File: src/hdl/board_power_sequencer_defines.svh
// Assertion macros for the board power sequencer.
`ifndef BOARD_POWER_SEQUENCER_DEFINES_SVH
`define BOARD_POWER_SEQUENCER_DEFINES_SVH

`ifndef SYNTH

// Plain property check, disabled while reset is held.
`define BPS_ASSERT(label, clk, rst_n, prop, msg) \
    label: assert property (@(posedge clk) disable iff (!rst_n) (prop)) else $error(msg);

// Implication check, disabled while reset is held.
`define BPS_ASSERT_IMP(label, clk, rst_n, ante, cons, msg) \
    label: assert property (@(posedge clk) disable iff (!rst_n) (ante) |-> (cons)) \
        else $error(msg);

`else

`define BPS_ASSERT(label, clk, rst_n, prop, msg)
`define BPS_ASSERT_IMP(label, clk, rst_n, ante, cons, msg)

`endif

`endif

File: src/hdl/bps_pkg.sv
// Shared types and constants for the board power sequencer.
`default_nettype none

package bps_pkg;

    localparam int unsigned SCAN_PERIOD_MS = 20;
    localparam int unsigned SCAN_W         = $clog2(SCAN_PERIOD_MS + 1);
    localparam int unsigned CFG_IDX_W      = 3;
    localparam int unsigned CFG_DATA_W     = 16;

    typedef enum logic [CFG_IDX_W-1:0] {
        CFG_SHORT_PRESS   = 3'd0,
        CFG_LONG_PRESS    = 3'd1,
        CFG_RESET_PRESS   = 3'd2,
        CFG_HOST_BTN_ON   = 3'd3,
        CFG_HOST_BTN_OFF  = 3'd4,
        CFG_STOP_TIMEOUT  = 3'd5,
        CFG_QUIESCE       = 3'd6,
        CFG_RESET_PULSE   = 3'd7
    } t_cfg_idx;

    typedef struct packed {
        logic [15:0] short_press_ms;
        logic [15:0] long_press_ms;
        logic [15:0] reset_press_ms;
        logic [15:0] host_button_on_ms;
        logic [15:0] host_button_off_ms;
        logic [15:0] stop_wait_ms;
        logic [15:0] quiesce_ms;
        logic [7:0]  reset_pulse_ms;
    } t_cfg;

    localparam logic [15:0] DEF_SHORT_PRESS  = 16'd100;
    localparam logic [15:0] DEF_LONG_PRESS   = 16'd4000;
    localparam logic [15:0] DEF_RESET_PRESS  = 16'd1000;
    localparam logic [15:0] DEF_HOST_BTN_ON  = 16'd1000;
    localparam logic [15:0] DEF_HOST_BTN_OFF = 16'd4000;
    localparam logic [15:0] DEF_STOP_TIMEOUT = 16'd6000;
    localparam logic [15:0] DEF_QUIESCE      = 16'd100;
    localparam logic [7:0]  DEF_RESET_PULSE  = 8'd50;

    typedef struct packed {
        logic power_key_n;
        logic reset_key_n;
        logic endpoint_power_good;
        logic endpoint_config_done;
        logic host_sleep_n;
    } t_in;

    typedef enum logic [1:0] {
        SYS_OFF  = 2'd0,
        SYS_UP   = 2'd1,
        SYS_ON   = 2'd2,
        SYS_DOWN = 2'd3
    } t_sys;

    typedef enum logic [3:0] {
        PH_IDLE         = 4'd0,
        PH_WAIT_PG      = 4'd1,
        PH_WAIT_DONE    = 4'd2,
        PH_HOST_BTN_ON  = 4'd3,
        PH_WAIT_HOST    = 4'd4,
        PH_SOFT_QUIESCE = 4'd5,
        PH_HARD_BTN     = 4'd6,
        PH_WAIT_STOP    = 4'd7,
        PH_HARD_QUIESCE = 4'd8
    } t_phase;

    typedef struct packed {
        logic host_main_power;
        logic host_reset_n;
        logic endpoint_power;
        logic endpoint_reset_n;
        logic endpoint_program_n;
        logic host_button_n;
        logic host_power_ok;
        logic led_power_good;
        logic led_host_started;
        logic led_config_done;
    } t_pins;

    localparam t_pins PINS_RESET = '{
        host_main_power:    1'b0,
        host_reset_n:       1'b0,
        endpoint_power:     1'b0,
        endpoint_reset_n:   1'b0,
        endpoint_program_n: 1'b1,
        host_button_n:      1'b1,
        host_power_ok:      1'b0,
        led_power_good:     1'b0,
        led_host_started:   1'b0,
        led_config_done:    1'b0
    };

    typedef struct packed {
        logic       host_main_power;
        logic       host_reset_n;
        logic       endpoint_power;
        logic       endpoint_reset_n;
        logic       endpoint_program_n;
        logic       host_button_n;
        logic       host_power_ok;
        logic       led_power_good;
        logic       led_host_started;
        logic       led_config_done;
        logic [1:0] power_state;
    } t_out;

    // Button events of one tick, from the scanner to the sequencer.
    typedef struct packed {
        logic want_hard;
        logic want_up;
        logic rst_low;
        logic rst_high;
    } t_scan_evt;

endpackage

`default_nettype wire

File: src/hdl/bps_cfg.sv
// Configuration register file of the board power sequencer.
`default_nettype none

module bps_cfg (
    input  wire                                  i_clk,
    input  wire                                  i_rst_n,
    input  wire                                  i_cfg_valid,
    input  wire  [bps_pkg::CFG_IDX_W-1:0]        i_cfg_index,
    input  wire  [bps_pkg::CFG_DATA_W-1:0]       i_cfg_data,
    output bps_pkg::t_cfg                        o_cfg
);
    import bps_pkg::*;

    t_cfg     r_cfg;
    t_cfg     n_cfg;
    t_cfg_idx w_idx;

    assign w_idx = t_cfg_idx'(i_cfg_index);

    always_comb begin
        n_cfg = r_cfg;
        if (i_cfg_valid) begin
            unique case (w_idx)
                CFG_SHORT_PRESS:  n_cfg.short_press_ms       = i_cfg_data;
                CFG_LONG_PRESS:   n_cfg.long_press_ms        = i_cfg_data;
                CFG_RESET_PRESS:  n_cfg.reset_press_ms       = i_cfg_data;
                CFG_HOST_BTN_ON:  n_cfg.host_button_on_ms    = i_cfg_data;
                CFG_HOST_BTN_OFF: n_cfg.host_button_off_ms   = i_cfg_data;
                CFG_STOP_TIMEOUT: n_cfg.stop_wait_ms         = i_cfg_data;
                CFG_QUIESCE:      n_cfg.quiesce_ms           = i_cfg_data;
                CFG_RESET_PULSE:  n_cfg.reset_pulse_ms       = i_cfg_data[7:0];
            endcase
        end
    end

    always_ff @(posedge i_clk) begin
        if (!i_rst_n) begin
            r_cfg.short_press_ms       <= DEF_SHORT_PRESS;
            r_cfg.long_press_ms        <= DEF_LONG_PRESS;
            r_cfg.reset_press_ms       <= DEF_RESET_PRESS;
            r_cfg.host_button_on_ms    <= DEF_HOST_BTN_ON;
            r_cfg.host_button_off_ms   <= DEF_HOST_BTN_OFF;
            r_cfg.stop_wait_ms         <= DEF_STOP_TIMEOUT;
            r_cfg.quiesce_ms           <= DEF_QUIESCE;
            r_cfg.reset_pulse_ms       <= DEF_RESET_PULSE;
        end else begin
            r_cfg <= n_cfg;
        end
    end

    assign o_cfg = r_cfg;

endmodule

`default_nettype wire

File: src/hdl/bps_scan.sv
// Button scanner, press classification and host reset pulse timer.
`default_nettype none

module bps_scan (
    input  wire                   i_clk,
    input  wire                   i_rst_n,
    input  wire                   i_step,
    input  wire                   i_power_key_n,
    input  wire                   i_reset_key_n,
    input  bps_pkg::t_cfg         i_cfg,
    output bps_pkg::t_scan_evt    o_evt
);
    import bps_pkg::*;

    localparam logic [SCAN_W-1:0] PRESC_LAST = SCAN_W'(SCAN_PERIOD_MS - 1);

    logic [SCAN_W-1:0] r_presc,     n_presc;
    logic              r_pwr_held,  n_pwr_held;
    logic [15:0]       r_pwr_time,  n_pwr_time;
    logic              r_rst_held,  n_rst_held;
    logic [15:0]       r_rst_time,  n_rst_time;
    logic [7:0]        r_pulse,     n_pulse;
    logic              w_scan;
    logic              w_trigger;
    t_scan_evt         w_evt;

    // Held time grows by one scan period, saturating.
    function automatic logic [15:0] add_scan(input logic [15:0] a);
        logic [16:0] s;
        s = {1'b0, a} + 17'(SCAN_PERIOD_MS);
        return s[16] ? 16'hFFFF : s[15:0];
    endfunction

    assign w_scan = (r_presc == '0);

    always_comb begin
        n_presc    = (r_presc == PRESC_LAST) ? '0 : r_presc + 1'b1;
        n_pwr_held = r_pwr_held;
        n_pwr_time = r_pwr_time;
        n_rst_held = r_rst_held;
        n_rst_time = r_rst_time;
        w_evt      = '0;
        w_trigger  = 1'b0;

        if (w_scan) begin
            if (!i_power_key_n) begin
                n_pwr_held = 1'b1;
                n_pwr_time = r_pwr_held ? add_scan(r_pwr_time) : 16'd0;
            end else if (r_pwr_held) begin
                if (r_pwr_time >= i_cfg.long_press_ms) begin
                    w_evt.want_hard = 1'b1;
                end else if (r_pwr_time >= i_cfg.short_press_ms) begin
                    w_evt.want_up = 1'b1;
                end
                n_pwr_held = 1'b0;
                n_pwr_time = 16'd0;
            end

            if (!i_reset_key_n) begin
                n_rst_held = 1'b1;
                n_rst_time = r_rst_held ? add_scan(r_rst_time) : 16'd0;
            end else if (r_rst_held) begin
                w_trigger  = (r_rst_time >= i_cfg.reset_press_ms);
                n_rst_held = 1'b0;
                n_rst_time = 16'd0;
            end
        end

        // pulse end first, a new trigger overrides it
        w_evt.rst_high = (r_pulse == 8'd1);
        w_evt.rst_low  = w_trigger;
        if (w_trigger) begin
            n_pulse = (i_cfg.reset_pulse_ms == 8'd0) ? 8'd1 : i_cfg.reset_pulse_ms;
        end else if (r_pulse != 8'd0) begin
            n_pulse = r_pulse - 8'd1;
        end else begin
            n_pulse = 8'd0;
        end
    end

    always_ff @(posedge i_clk) begin
        if (!i_rst_n) begin
            r_presc    <= '0;
            r_pwr_held <= 1'b0;
            r_pwr_time <= 16'd0;
            r_rst_held <= 1'b0;
            r_rst_time <= 16'd0;
            r_pulse    <= 8'd0;
        end else if (i_step) begin
            r_presc    <= n_presc;
            r_pwr_held <= n_pwr_held;
            r_pwr_time <= n_pwr_time;
            r_rst_held <= n_rst_held;
            r_rst_time <= n_rst_time;
            r_pulse    <= n_pulse;
        end
    end

    assign o_evt = w_evt;

endmodule

`default_nettype wire

File: src/hdl/bps_seq.sv
// Power sequencing state machine and pin drive registers.
`default_nettype none

module bps_seq (
    input  wire                   i_clk,
    input  wire                   i_rst_n,
    input  wire                   i_step,
    input  bps_pkg::t_scan_evt    i_evt,
    input  wire                   i_power_good,
    input  wire                   i_config_done,
    input  wire                   i_sleep_n,
    input  bps_pkg::t_cfg         i_cfg,
    output bps_pkg::t_out         o_next
);
    import bps_pkg::*;

`include "board_power_sequencer_defines.svh"

    t_sys        r_sys,   n_sys;
    t_phase      r_phase, n_phase;
    logic [15:0] r_timer, n_timer;
    t_pins       r_pins,  n_pins;
    logic        w_expired;
    logic [15:0] w_timer_dec;

    function automatic logic [15:0] at_least_one(input logic [15:0] v);
        return (v == 16'd0) ? 16'd1 : v;
    endfunction

    assign w_expired   = (r_timer <= 16'd1);
    assign w_timer_dec = w_expired ? 16'd0 : r_timer - 16'd1;

    always_comb begin
        n_sys   = r_sys;
        n_phase = r_phase;
        n_timer = r_timer;
        n_pins  = r_pins;

        if (i_evt.rst_high) n_pins.host_reset_n = 1'b1;
        if (i_evt.rst_low)  n_pins.host_reset_n = 1'b0;

        if (i_evt.want_hard && r_sys != SYS_DOWN) begin
            n_sys                = SYS_DOWN;
            n_pins.host_button_n = 1'b0;
            n_timer              = at_least_one(i_cfg.host_button_off_ms);
            n_phase              = PH_HARD_BTN;
        end else if (i_evt.want_up && r_sys == SYS_OFF) begin
            n_sys                  = SYS_UP;
            n_pins.host_main_power = 1'b1;
            n_pins.host_reset_n    = 1'b1;
            n_pins.endpoint_power  = 1'b1;
            n_timer                = 16'd0;
            n_phase                = PH_WAIT_PG;
        end else begin
            unique case (r_phase)
                PH_IDLE: begin
                    if (r_sys == SYS_ON && !i_sleep_n) begin
                        n_sys                     = SYS_DOWN;
                        n_pins.host_power_ok      = 1'b0;
                        n_pins.host_reset_n       = 1'b0;
                        n_pins.endpoint_reset_n   = 1'b0;
                        n_pins.endpoint_program_n = 1'b0;
                        n_timer                   = at_least_one(i_cfg.quiesce_ms);
                        n_phase                   = PH_SOFT_QUIESCE;
                    end
                end
                PH_WAIT_PG: begin
                    if (i_power_good) begin
                        n_pins.led_power_good     = 1'b1;
                        n_pins.endpoint_program_n = 1'b1;
                        n_pins.endpoint_reset_n   = 1'b1;
                        n_phase                   = PH_WAIT_DONE;
                    end
                end
                PH_WAIT_DONE: begin
                    if (i_config_done) begin
                        n_pins.led_config_done = 1'b1;
                        n_pins.host_button_n   = 1'b0;
                        n_timer                = at_least_one(i_cfg.host_button_on_ms);
                        n_phase                = PH_HOST_BTN_ON;
                    end
                end
                PH_HOST_BTN_ON: begin
                    n_timer = w_timer_dec;
                    if (w_expired) begin
                        n_pins.host_button_n = 1'b1;
                        n_phase              = PH_WAIT_HOST;
                    end
                end
                PH_WAIT_HOST: begin
                    if (i_sleep_n) begin
                        n_pins.host_power_ok    = 1'b1;
                        n_pins.led_host_started = 1'b1;
                        n_sys                   = SYS_ON;
                        n_phase                 = PH_IDLE;
                    end
                end
                PH_SOFT_QUIESCE, PH_HARD_QUIESCE: begin
                    n_timer = w_timer_dec;
                    if (w_expired) begin
                        // everything off
                        n_pins.endpoint_power   = 1'b0;
                        n_pins.host_power_ok    = 1'b0;
                        n_pins.host_main_power  = 1'b0;
                        n_pins.led_power_good   = 1'b0;
                        n_pins.led_host_started = 1'b0;
                        n_pins.led_config_done  = 1'b0;
                        n_sys                   = SYS_OFF;
                        n_phase                 = PH_IDLE;
                        n_timer                 = 16'd0;
                    end
                end
                PH_HARD_BTN: begin
                    n_timer = w_timer_dec;
                    if (w_expired) begin
                        n_pins.host_button_n = 1'b1;
                        n_phase              = PH_WAIT_STOP;
                    end
                end
                PH_WAIT_STOP: begin
                    if (!i_sleep_n || r_timer >= i_cfg.stop_wait_ms) begin
                        n_pins.host_reset_n       = 1'b0;
                        n_pins.endpoint_reset_n   = 1'b0;
                        n_pins.endpoint_program_n = 1'b0;
                        n_timer                   = at_least_one(i_cfg.quiesce_ms);
                        n_phase                   = PH_HARD_QUIESCE;
                    end else if (r_timer != 16'hFFFF) begin
                        n_timer = r_timer + 16'd1;
                    end
                end
                default: begin
                    n_phase = PH_IDLE;
                    n_timer = 16'd0;
                end
            endcase
        end
    end

    always_ff @(posedge i_clk) begin
        if (!i_rst_n) begin
            r_sys   <= SYS_OFF;
            r_phase <= PH_IDLE;
            r_timer <= 16'd0;
            r_pins  <= PINS_RESET;
        end else if (i_step) begin
            r_sys   <= n_sys;
            r_phase <= n_phase;
            r_timer <= n_timer;
            r_pins  <= n_pins;
        end
    end

    assign o_next = {n_pins, n_sys};

    `BPS_ASSERT_IMP(a_off_rails_low, i_clk, i_rst_n, r_sys == SYS_OFF,
        !r_pins.host_main_power && !r_pins.endpoint_power, "rails enabled while off")
    `BPS_ASSERT(a_idle_iff_steady, i_clk, i_rst_n,
        (r_phase == PH_IDLE) == (r_sys == SYS_OFF || r_sys == SYS_ON),
        "phase and system state disagree")
    `BPS_ASSERT_IMP(a_idle_timer_clear, i_clk, i_rst_n, r_phase == PH_IDLE,
        r_timer == 16'd0, "timer running while idle")

endmodule

`default_nettype wire

File: src/hdl/board_power_sequencer.sv
// Top level of the board power sequencer: handshakes, result register, submodules.
`default_nettype none

// Board power sequencer. Each input transfer is one 1 ms tick carrying the
// sampled button, power-good, done and host sleep pins; each tick yields
// exactly one result transfer with the pin drives and the power state after
// that tick. Buttons are scanned on the first tick after reset and every
// SCAN_PERIOD_MS ticks after. A tick can be taken in every clock cycle that
// o_in_stall is low: its work is one pass of compare-and-count logic from the
// state registers into a result register, so throughput is one tick per clock
// unless stalled; the result is valid the cycle after the input transfer.
// o_in_stall goes high only while the result register holds an untaken result
// and the downstream side stalls. The eight timing registers reset to their
// defaults and are written through the config port, which is always ready;
// write them only while the block is idle.
module board_power_sequencer (
    input  wire                              i_clk,
    input  wire                              i_rst_n,
    // tick input
    input  wire                              i_in_valid,
    output logic                             o_in_stall,
    input  bps_pkg::t_in                     i_in_data,
    // result output
    output logic                             o_out_valid,
    input  wire                              i_out_stall,
    output bps_pkg::t_out                    o_out_data,
    // config writes
    input  wire                              i_cfg_valid,
    output logic                             o_cfg_ready,
    input  wire  [bps_pkg::CFG_IDX_W-1:0]    i_cfg_index,
    input  wire  [bps_pkg::CFG_DATA_W-1:0]   i_cfg_data
);
    import bps_pkg::*;

    logic      w_step;       // input transfer this cycle
    t_cfg      w_cfg;
    t_scan_evt w_evt;
    t_out      w_next;
    logic      r_out_valid;
    t_out      r_out_data;

    // Result register frees up when its content is taken this cycle.
    assign o_in_stall = r_out_valid && i_out_stall;
    assign w_step     = i_in_valid && !o_in_stall;
    assign o_cfg_ready = 1'b1;

    bps_cfg u_cfg (
        .i_clk       (i_clk),
        .i_rst_n     (i_rst_n),
        .i_cfg_valid (i_cfg_valid),
        .i_cfg_index (i_cfg_index),
        .i_cfg_data  (i_cfg_data),
        .o_cfg       (w_cfg)
    );

    bps_scan u_scan (
        .i_clk         (i_clk),
        .i_rst_n       (i_rst_n),
        .i_step        (w_step),
        .i_power_key_n (i_in_data.power_key_n),
        .i_reset_key_n (i_in_data.reset_key_n),
        .i_cfg         (w_cfg),
        .o_evt         (w_evt)
    );

    bps_seq u_seq (
        .i_clk         (i_clk),
        .i_rst_n       (i_rst_n),
        .i_step        (w_step),
        .i_evt         (w_evt),
        .i_power_good  (i_in_data.endpoint_power_good),
        .i_config_done (i_in_data.endpoint_config_done),
        .i_sleep_n     (i_in_data.host_sleep_n),
        .i_cfg         (w_cfg),
        .o_next        (w_next)
    );

    // Result register: loaded on every input transfer, cleared when taken.
    always_ff @(posedge i_clk) begin
        if (!i_rst_n) begin
            r_out_valid <= 1'b0;
        end else if (w_step) begin
            r_out_valid <= 1'b1;
        end else if (!i_out_stall) begin
            r_out_valid <= 1'b0;
        end
    end

    always_ff @(posedge i_clk) begin
        if (w_step) begin
            r_out_data <= w_next;
        end
    end

    assign o_out_valid = r_out_valid;
    assign o_out_data  = r_out_data;

endmodule

`default_nettype wire

File: config.mk
export PLATFORM = sky130hd
export DESIGN_NAME = board_power_sequencer
export DESIGN_NICKNAME = d
export VERILOG_FILES = /design/src/hdl/bps_pkg.sv /design/src/hdl/bps_cfg.sv /design/src/hdl/bps_scan.sv /design/src/hdl/bps_seq.sv /design/src/hdl/board_power_sequencer.sv
export VERILOG_INCLUDE_DIRS = /design/src /design/src/hdl
export SDC_FILE = /design/constraint.sdc
export NUM_CORES = 1
export LEC_CHECK = 0
export BUFFER_PORTS_ARGS = -buffer_cell sky130_fd_sc_hd__buf_2
export CORE_MARGIN = 2
export CORE_UTILIZATION = 50
export CTS_BUF_LIST = sky130_fd_sc_hd__clkbuf_16
export CTS_CLUSTER_DIAMETER = 150
export DETAILED_ROUTE_END_ITERATION = 12
export PLACE_DENSITY_LB_ADDON = 0.1
export SLEW_MARGIN = 20
export SYNTH_ARGS = -nofsm -noshare
export SYNTH_HDL_FRONTEND = slang
export SYNTH_SLANG_ARGS = --single-unit
File: constraint.sdc
create_clock -name i_clk -period 6.5 [get_ports i_clk]
set_input_delay 0.325 -clock i_clk [delete_from_list [all_inputs] [get_ports i_clk]]
set_output_delay 0.325 -clock i_clk [all_outputs]
set_load 0.01 [all_outputs]
; ---- Yosys cells after proc, flatten, opt, wreduce, memory -nomap -nowiden
; Index checks and enable logic that the tools add are counted.
[totals]
register_bits = 212
inputBits = 29
out_inout_bits = 15
wordCells = 201
[op_classes]
add_sub_neg = 6
n_lt_le_gt_ge = 5
eq_ne = 33
mux = 85
reduce_logical = 33
[op_table]
columns = operator, count
row1 = $mux W16, 19
row2 = $pmux W16 S6, 1
row3 = $ge A16 B16 Y1, 4
row4 = $logic_not A16 Y1, 3
row5 = $mux W4, 12
row6 = $add A16 B5 Y17 const B, 2
row7 = $pmux W4 S8, 1
row8 = $mux W1, 26
row9 = $mux W8, 3
row10 = $mux W2, 11
row11 = $ne A4 B1 Y1 const B, 5
row12 = $reduce_and A2 Y1, 9
row13 = $add A16 B1 Y16 const B, 1
row14 = $eq A4 B3 Y1 const B, 4
row15 = $le A16 B1 Y1 const B, 1
row16 = $ne A16 B16 Y1 const B, 1
row17 = $sub A16 B1 Y16 const B, 1
row18 = $eq A3 B3 Y1 const B, 4
row19 = $ne A4 B2 Y1 const B, 3
row20 = $pmux W2 S3, 2
row21 = $mux W5, 2
row22 = $pmux W1 S2, 5
row23 = $reduce_and A9 Y1, 1
row24 = $eq A4 B2 Y1 const B, 2
row25 = other kinds (28), 39

; ---- Logic depth before layout (Yosys ltp)
[logic_depth]
depth_word = 9
ltp_mapped = 12
ltp_nobuf = 10

; ---- Modules after synthesis
; Synthesis repeated with hierarchy kept, for this count alone.
[unflattened]
cells_unflattened = 1410
hier_area_um2 = 12333.1
[modules_own_cells]
columns = mod, instances, cells_each, area_each_um2, seq_area_each_um2
row1 = bps_cfg, 1, 432, 4561.9, 2402.3
row2 = bps_scan, 1, 495, 3852.4, 900.9
row3 = bps_seq, 1, 465, 3504.6, 640.6
row4 = board_power_sequencer, 1, 18, 414.1, 380.4

; ---- Worst setup path before layout
; Ideal clock, no wire load.
[synth_path]
path_kind = register to register
start = register u_seq.r_timer[8]
end = register r_out_data, in the netlist o_out_data[2], data pin
setup_time_ns = 0.257
arrival_ns = 2.765
t_required_ns = 6.243
slack_ns = 3.478
stages_incl_launch_ff = 9
n_path_buf = 2
synth_period_minus_slack_ns = 3.022
cell_sequence = dfxtp_1 -> buf_6 -> or3_4 -> or4b_4 -> or4_1 -> buf_2 -> or3_4 -> or2_0 -> a32o_1
[synth_lines]
columns = element, line_no
row1 = start: declaration, bps_seq.sv:21  ; logic [15:0] r_timer, n_timer;
row2 = start signal: assignment, bps_seq.sv:148  ; r_timer <= n_timer;
row3 = end signal: assignment, board_power_sequencer.sv:91  ; r_out_data <= w_next;
row4 = end: declaration, board_power_sequencer.sv:40  ; t_out r_out_data;

; ---- Worst setup path in the final report
[layout_path]
start = register u_scan.r_pwr_time[0]
end = register u_seq.r_timer[13]
[layout_between]
elab_chain_cells = 9
word_cells_on_any_way = 17
classes_between = order compare (2) / eq/ne (4) / mux (8) / reduce/logical (3)
[layout_rtl]
columns = element, line_no
row1 = start: declaration, bps_scan.sv:19  ; logic [15:0] r_pwr_time, n_pwr_time;
row2 = start signal: assignment, bps_scan.sv:92  ; r_pwr_time <= n_pwr_time;
row3 = $ge A16 B16 Y1, bps_scan.sv:52  ; end else if (r_pwr_time >= i_cfg.short_press_ms) begin
row4 = $mux W1, bps_scan.sv:52
row5 = $mux W1, bps_scan.sv:50  ; if (r_pwr_time >= i_cfg.long_press_ms) begin
row6 = $mux W2 *, bps_scan.sv:49  ; end else if (r_pwr_held) begin
row7 = $mux W2 *, bps_scan.sv:46  ; if (!i_power_key_n) begin
row8 = $mux W2 *, bps_scan.sv:45  ; if (w_scan) begin
row9 = $logic_and A1 B1 Y1, bps_seq.sv:47  ; end else if (i_evt.want_up && r_sys == SYS_OFF) begin
row10 = "$ne A5 B1 Y1 (no line), or another cell as far along", n/a
row11 = $reduce_and A5 Y1 (no line) or $mux W16 (tied branches), n/a
; Every way passes the cells marked *; elsewhere a longest branch is shown, timed or not.
; A chain may end at the register's enable or synchronous reset.

==> qor.yml <==
yosys:
  synth_top_area_share_pct: 34.4
  synth.distinct_cells: 72
  synth_nets: 1611
  synthArstFlopShare_pct: 0
  synth.most_common_cell: "nand2_1"
  yosys_warnings: 0
  ys_ff_latch: 210
  synth_common_cells: "nand2_1, dfxtp_1, a21oi_1"
  avgSynthCellArea_sq_um: 7.64
  synth-main-ff-cell: "dfxtp_1"
  syn_inst: 1509
  synth-edff-count: 12
  synth.area.top_cells: "dfxtp_1, nand2_1, ha_1"
  ys_seq_area_share_pct: 37.5
  yosys.area.top_type: "dfxtp_1"
  syn_area_sq_um: 11500
routing:
  via_per_inst: 5.99
  drc: 0
  post_drt_wl_per_cell_um: 18.9
  drt_iter0_markers: 759
  wirelength_um: 34100
  num_vias: 10800
  dr.pass1.iters: 5
  drtAntennaViolNets: 0
timing:
  setup_violations: 0
  setup_tns_ps: 0
  min_period_ps: 3580
  rsz0062_at_grt: "false"
  max_slew_margin_pct: 29.0
  worstMarginPinSlew_ps: 1060
  max_freq_mhz: 280
  skew_ps: 15.5
  period_share_pct: 55.0
  slew_viol_final: 0
  hold_viol_final: 0
cts:
  cts_tree: "yes"
  cts_resized: 0
  clock_sinks: 210
  clkTransAtPathRegs_ps: 60
  htreeDepth: 1
  cts_setup_buffers: 0
  postCtsHoldBufs: 0
  cts_root_buffer: "clkbuf_16"
  clk_latency_ps: 520
  cts_buffer_depth: 3
  cts_buffers: 24
critical_path:
  cp.required_ps: 6930
  r2r_start: "u_scan.r_pwr_time[0]$_SDFFE_PN0P_"
  reg2reg_setup_slack_ps: 2920
  cp-start-kind: "register"
  critPathKind: "reg -> reg"
  crit_fanout: 15
  worstPathArrival_ps: 4000
  reg2reg_depth: 10
  worstSetupEndpointType: "register"
  r2r-end: "u_seq.r_timer[13]$_SDFFE_PN0P_"
hold_path:
  holdPathStages: 2
  min_to: "o_out_valid$_SDFFE_PN0P_"
  hold_class: "in -> reg"
  min_from: "i_in_valid"
global_route:
  grt_pass1_vias: 9724
  grt_max_degree: 107
  antenna_found_initial: 0
  grt_pass1_wl_um: 54000
  grt_overflow: 0
  track_usage_pct: 27.8
finish:
  area_delta_synth_final_pct: 8.99
  multi_input_area_sq_um: 6560
  fill_cells: 2188
  final_nets: 1600
  fin_area_sq_um: 12600
  diodes: 0
  drive_gt1_share_pct: 7.52
  regArea_sq_um: 4320
  utilization_pct: 55.5
floorplanning:
  ios: 44
  fp.coreArea_sq_um: 22600
  rows: 55
  die_h_um: 156
  die-width_um: 156
  dieArea_sq_um: 24300
  start_util_pct: 50.9
power_and_ir_drop:
  vdd_drop_max_uv: 203
  cellLeakagePower_nw: 4.97
  powerDensity_nw_per_um2: 245
job:
  max_cap_violations: 0
status:
  status: "finished clean"
placed_design:
  dpl_cell_area_sq_um: 11800
  gp_congestion: 0.911
  dp_hpwl_um: 23500
  port_buffers: 42
-- per-layer routing --
metal	up-vias	track usage, %	part of all wire (%)
li1	5288	-	-
met1	5107	40.1	47
met2	329	44.0	44
met3	56	3.86	6.5
met4	0	6.99	2.3
met5	-	0	0
-- report_power, final --
group | switching (mW) | internal (mW) | total, mW
Clock | 0.539 | 0.691 | 1.23
Sequential | 0.0576 | 1.35 | 1.40
Combinational | 0.278 | 0.162 | 0.440
Total | 0.874 | 2.20 | 3.07
-- logic make-up (layout without fill, tap and decap cells) --
group           count (synthesis)  count (layout)  synth area share [%]
simple gates                  612             612                  24.0
compound gates                410             410                  22.3
flops                         210             210                  37.5
buf+inv                       173             179                  5.89
fa+ha+maj                      73              73                  7.93
xor+xnor                       25              25                  1.90
mux                             5               5                 0.478
other cells                     1               1                0.0325
-- worst max-delay path by stage --
stage                                      startpoint                             end  slack, ps
detailed placement     u_scan.r_presc[0]$_SDFFE_PN0P_  u_seq.r_timer[14]$_SDFFE_PN0P_       2720
floorplan               u_seq.r_timer[8]$_SDFFE_PN0P_         o_out_data[2]$_DFFE_PP_       3480
global route        u_scan.r_pwr_time[0]$_SDFFE_PN0P_  u_seq.r_timer[10]$_SDFFE_PN0P_       2670
global placement       u_scan.r_presc[0]$_SDFFE_PN0P_  u_seq.r_timer[14]$_SDFFE_PN0P_       2980
CTS                    u_scan.r_presc[0]$_SDFFE_PN0P_   u_seq.r_timer[6]$_SDFFE_PN0P_       2720
finish              u_scan.r_pwr_time[0]$_SDFFE_PN0P_  u_seq.r_timer[13]$_SDFFE_PN0P_       2920
-- state kept, by name, indices dropped and copies added (netlist names) --
register           cells
u_seq.r_timer         16
u_seq.r_pins          10
u_seq.r_phase          4
o_out_data            12
u_scan.r_rst_time     15
u_scan.r_presc         5
u_seq.r_sys            2
u_scan.r_pwr_held      1
u_scan.r_pulse         8
o_out_valid            1
u_scan.r_rst_held      1
u_cfg.o_cfg          120
u_scan.r_pwr_time     15
-- cell type report --
cell class / count / area share (%)
Clock buffer: 25 / 4.98
Tap cell: 285 / 2.84
Timing Repair Buffer: 54 / 2.42
Clock inverter: 18 / 0.668
Inverter: 82 / 2.46
Sequential cell: 210 / 34.4
Multi-Input combinational cell: 1126 / 52.2
-- cells in the final DEF, fill, tap and decap left out, drive strengths merged, types with 11 or more instances in the layout --
| cell type | synthesis | final |
|---|---|---|
| xor2 | 11 | 11 |
| xnor2 | 14 | 14 |
| a21oi | 157 | 157 |
| nor4 | 14 | 14 |
| edfxtp | 12 | 12 |
| nor3 | 31 | 31 |
| clkbuf | 84 | 25 |
| buf | 7 | 54 |
| and3 | 17 | 17 |
| o21ai | 79 | 79 |
| nand4 | 22 | 22 |
| nand3 | 60 | 60 |
| o211ai | 31 | 31 |
| dfxtp | 198 | 198 |
| nand2b | 21 | 21 |
| inv | 81 | 86 |
| a211oi | 12 | 12 |
| a21o | 22 | 22 |
| clkinv | 1 | 12 |
| a31oi | 18 | 18 |
| nor2 | 87 | 87 |
| a22oi | 12 | 12 |
| nand2 | 321 | 321 |
| ha | 73 | 73 |
-- worst max-delay path, stage by stage, from the launching register on --
cell and delay (ps):
dfxtp_1 380, inv_1 90, ha_1 270, nand2b_1 140, a2111oi_0 450, o31ai_1 140
a211o_1 390, a2bb2oi_2 540, nand2_1 530, a21o_1 300, a311oi_1 240
-- metrics by stage --
| step | hold WS, ps | power (mW) | worst slack [ps] | cells |
|---|---|---|---|---|
| final | 49.5 | 3.07 | 2920 | 1800 |
| after global routing | 54.5 | 3.20 | 2670 | 1800 |
| after CTS | 28.6 | 3.09 | 2720 | 1800 |
| after detailed placement | 447 | 1.86 | 2720 | 1757 |
| after global placement | 443 | 1.86 | 2980 | 1757 |
| after floorplan | 421 | 1.73 | 3480 | 1509 |
(Power assumes the default switching activity.)
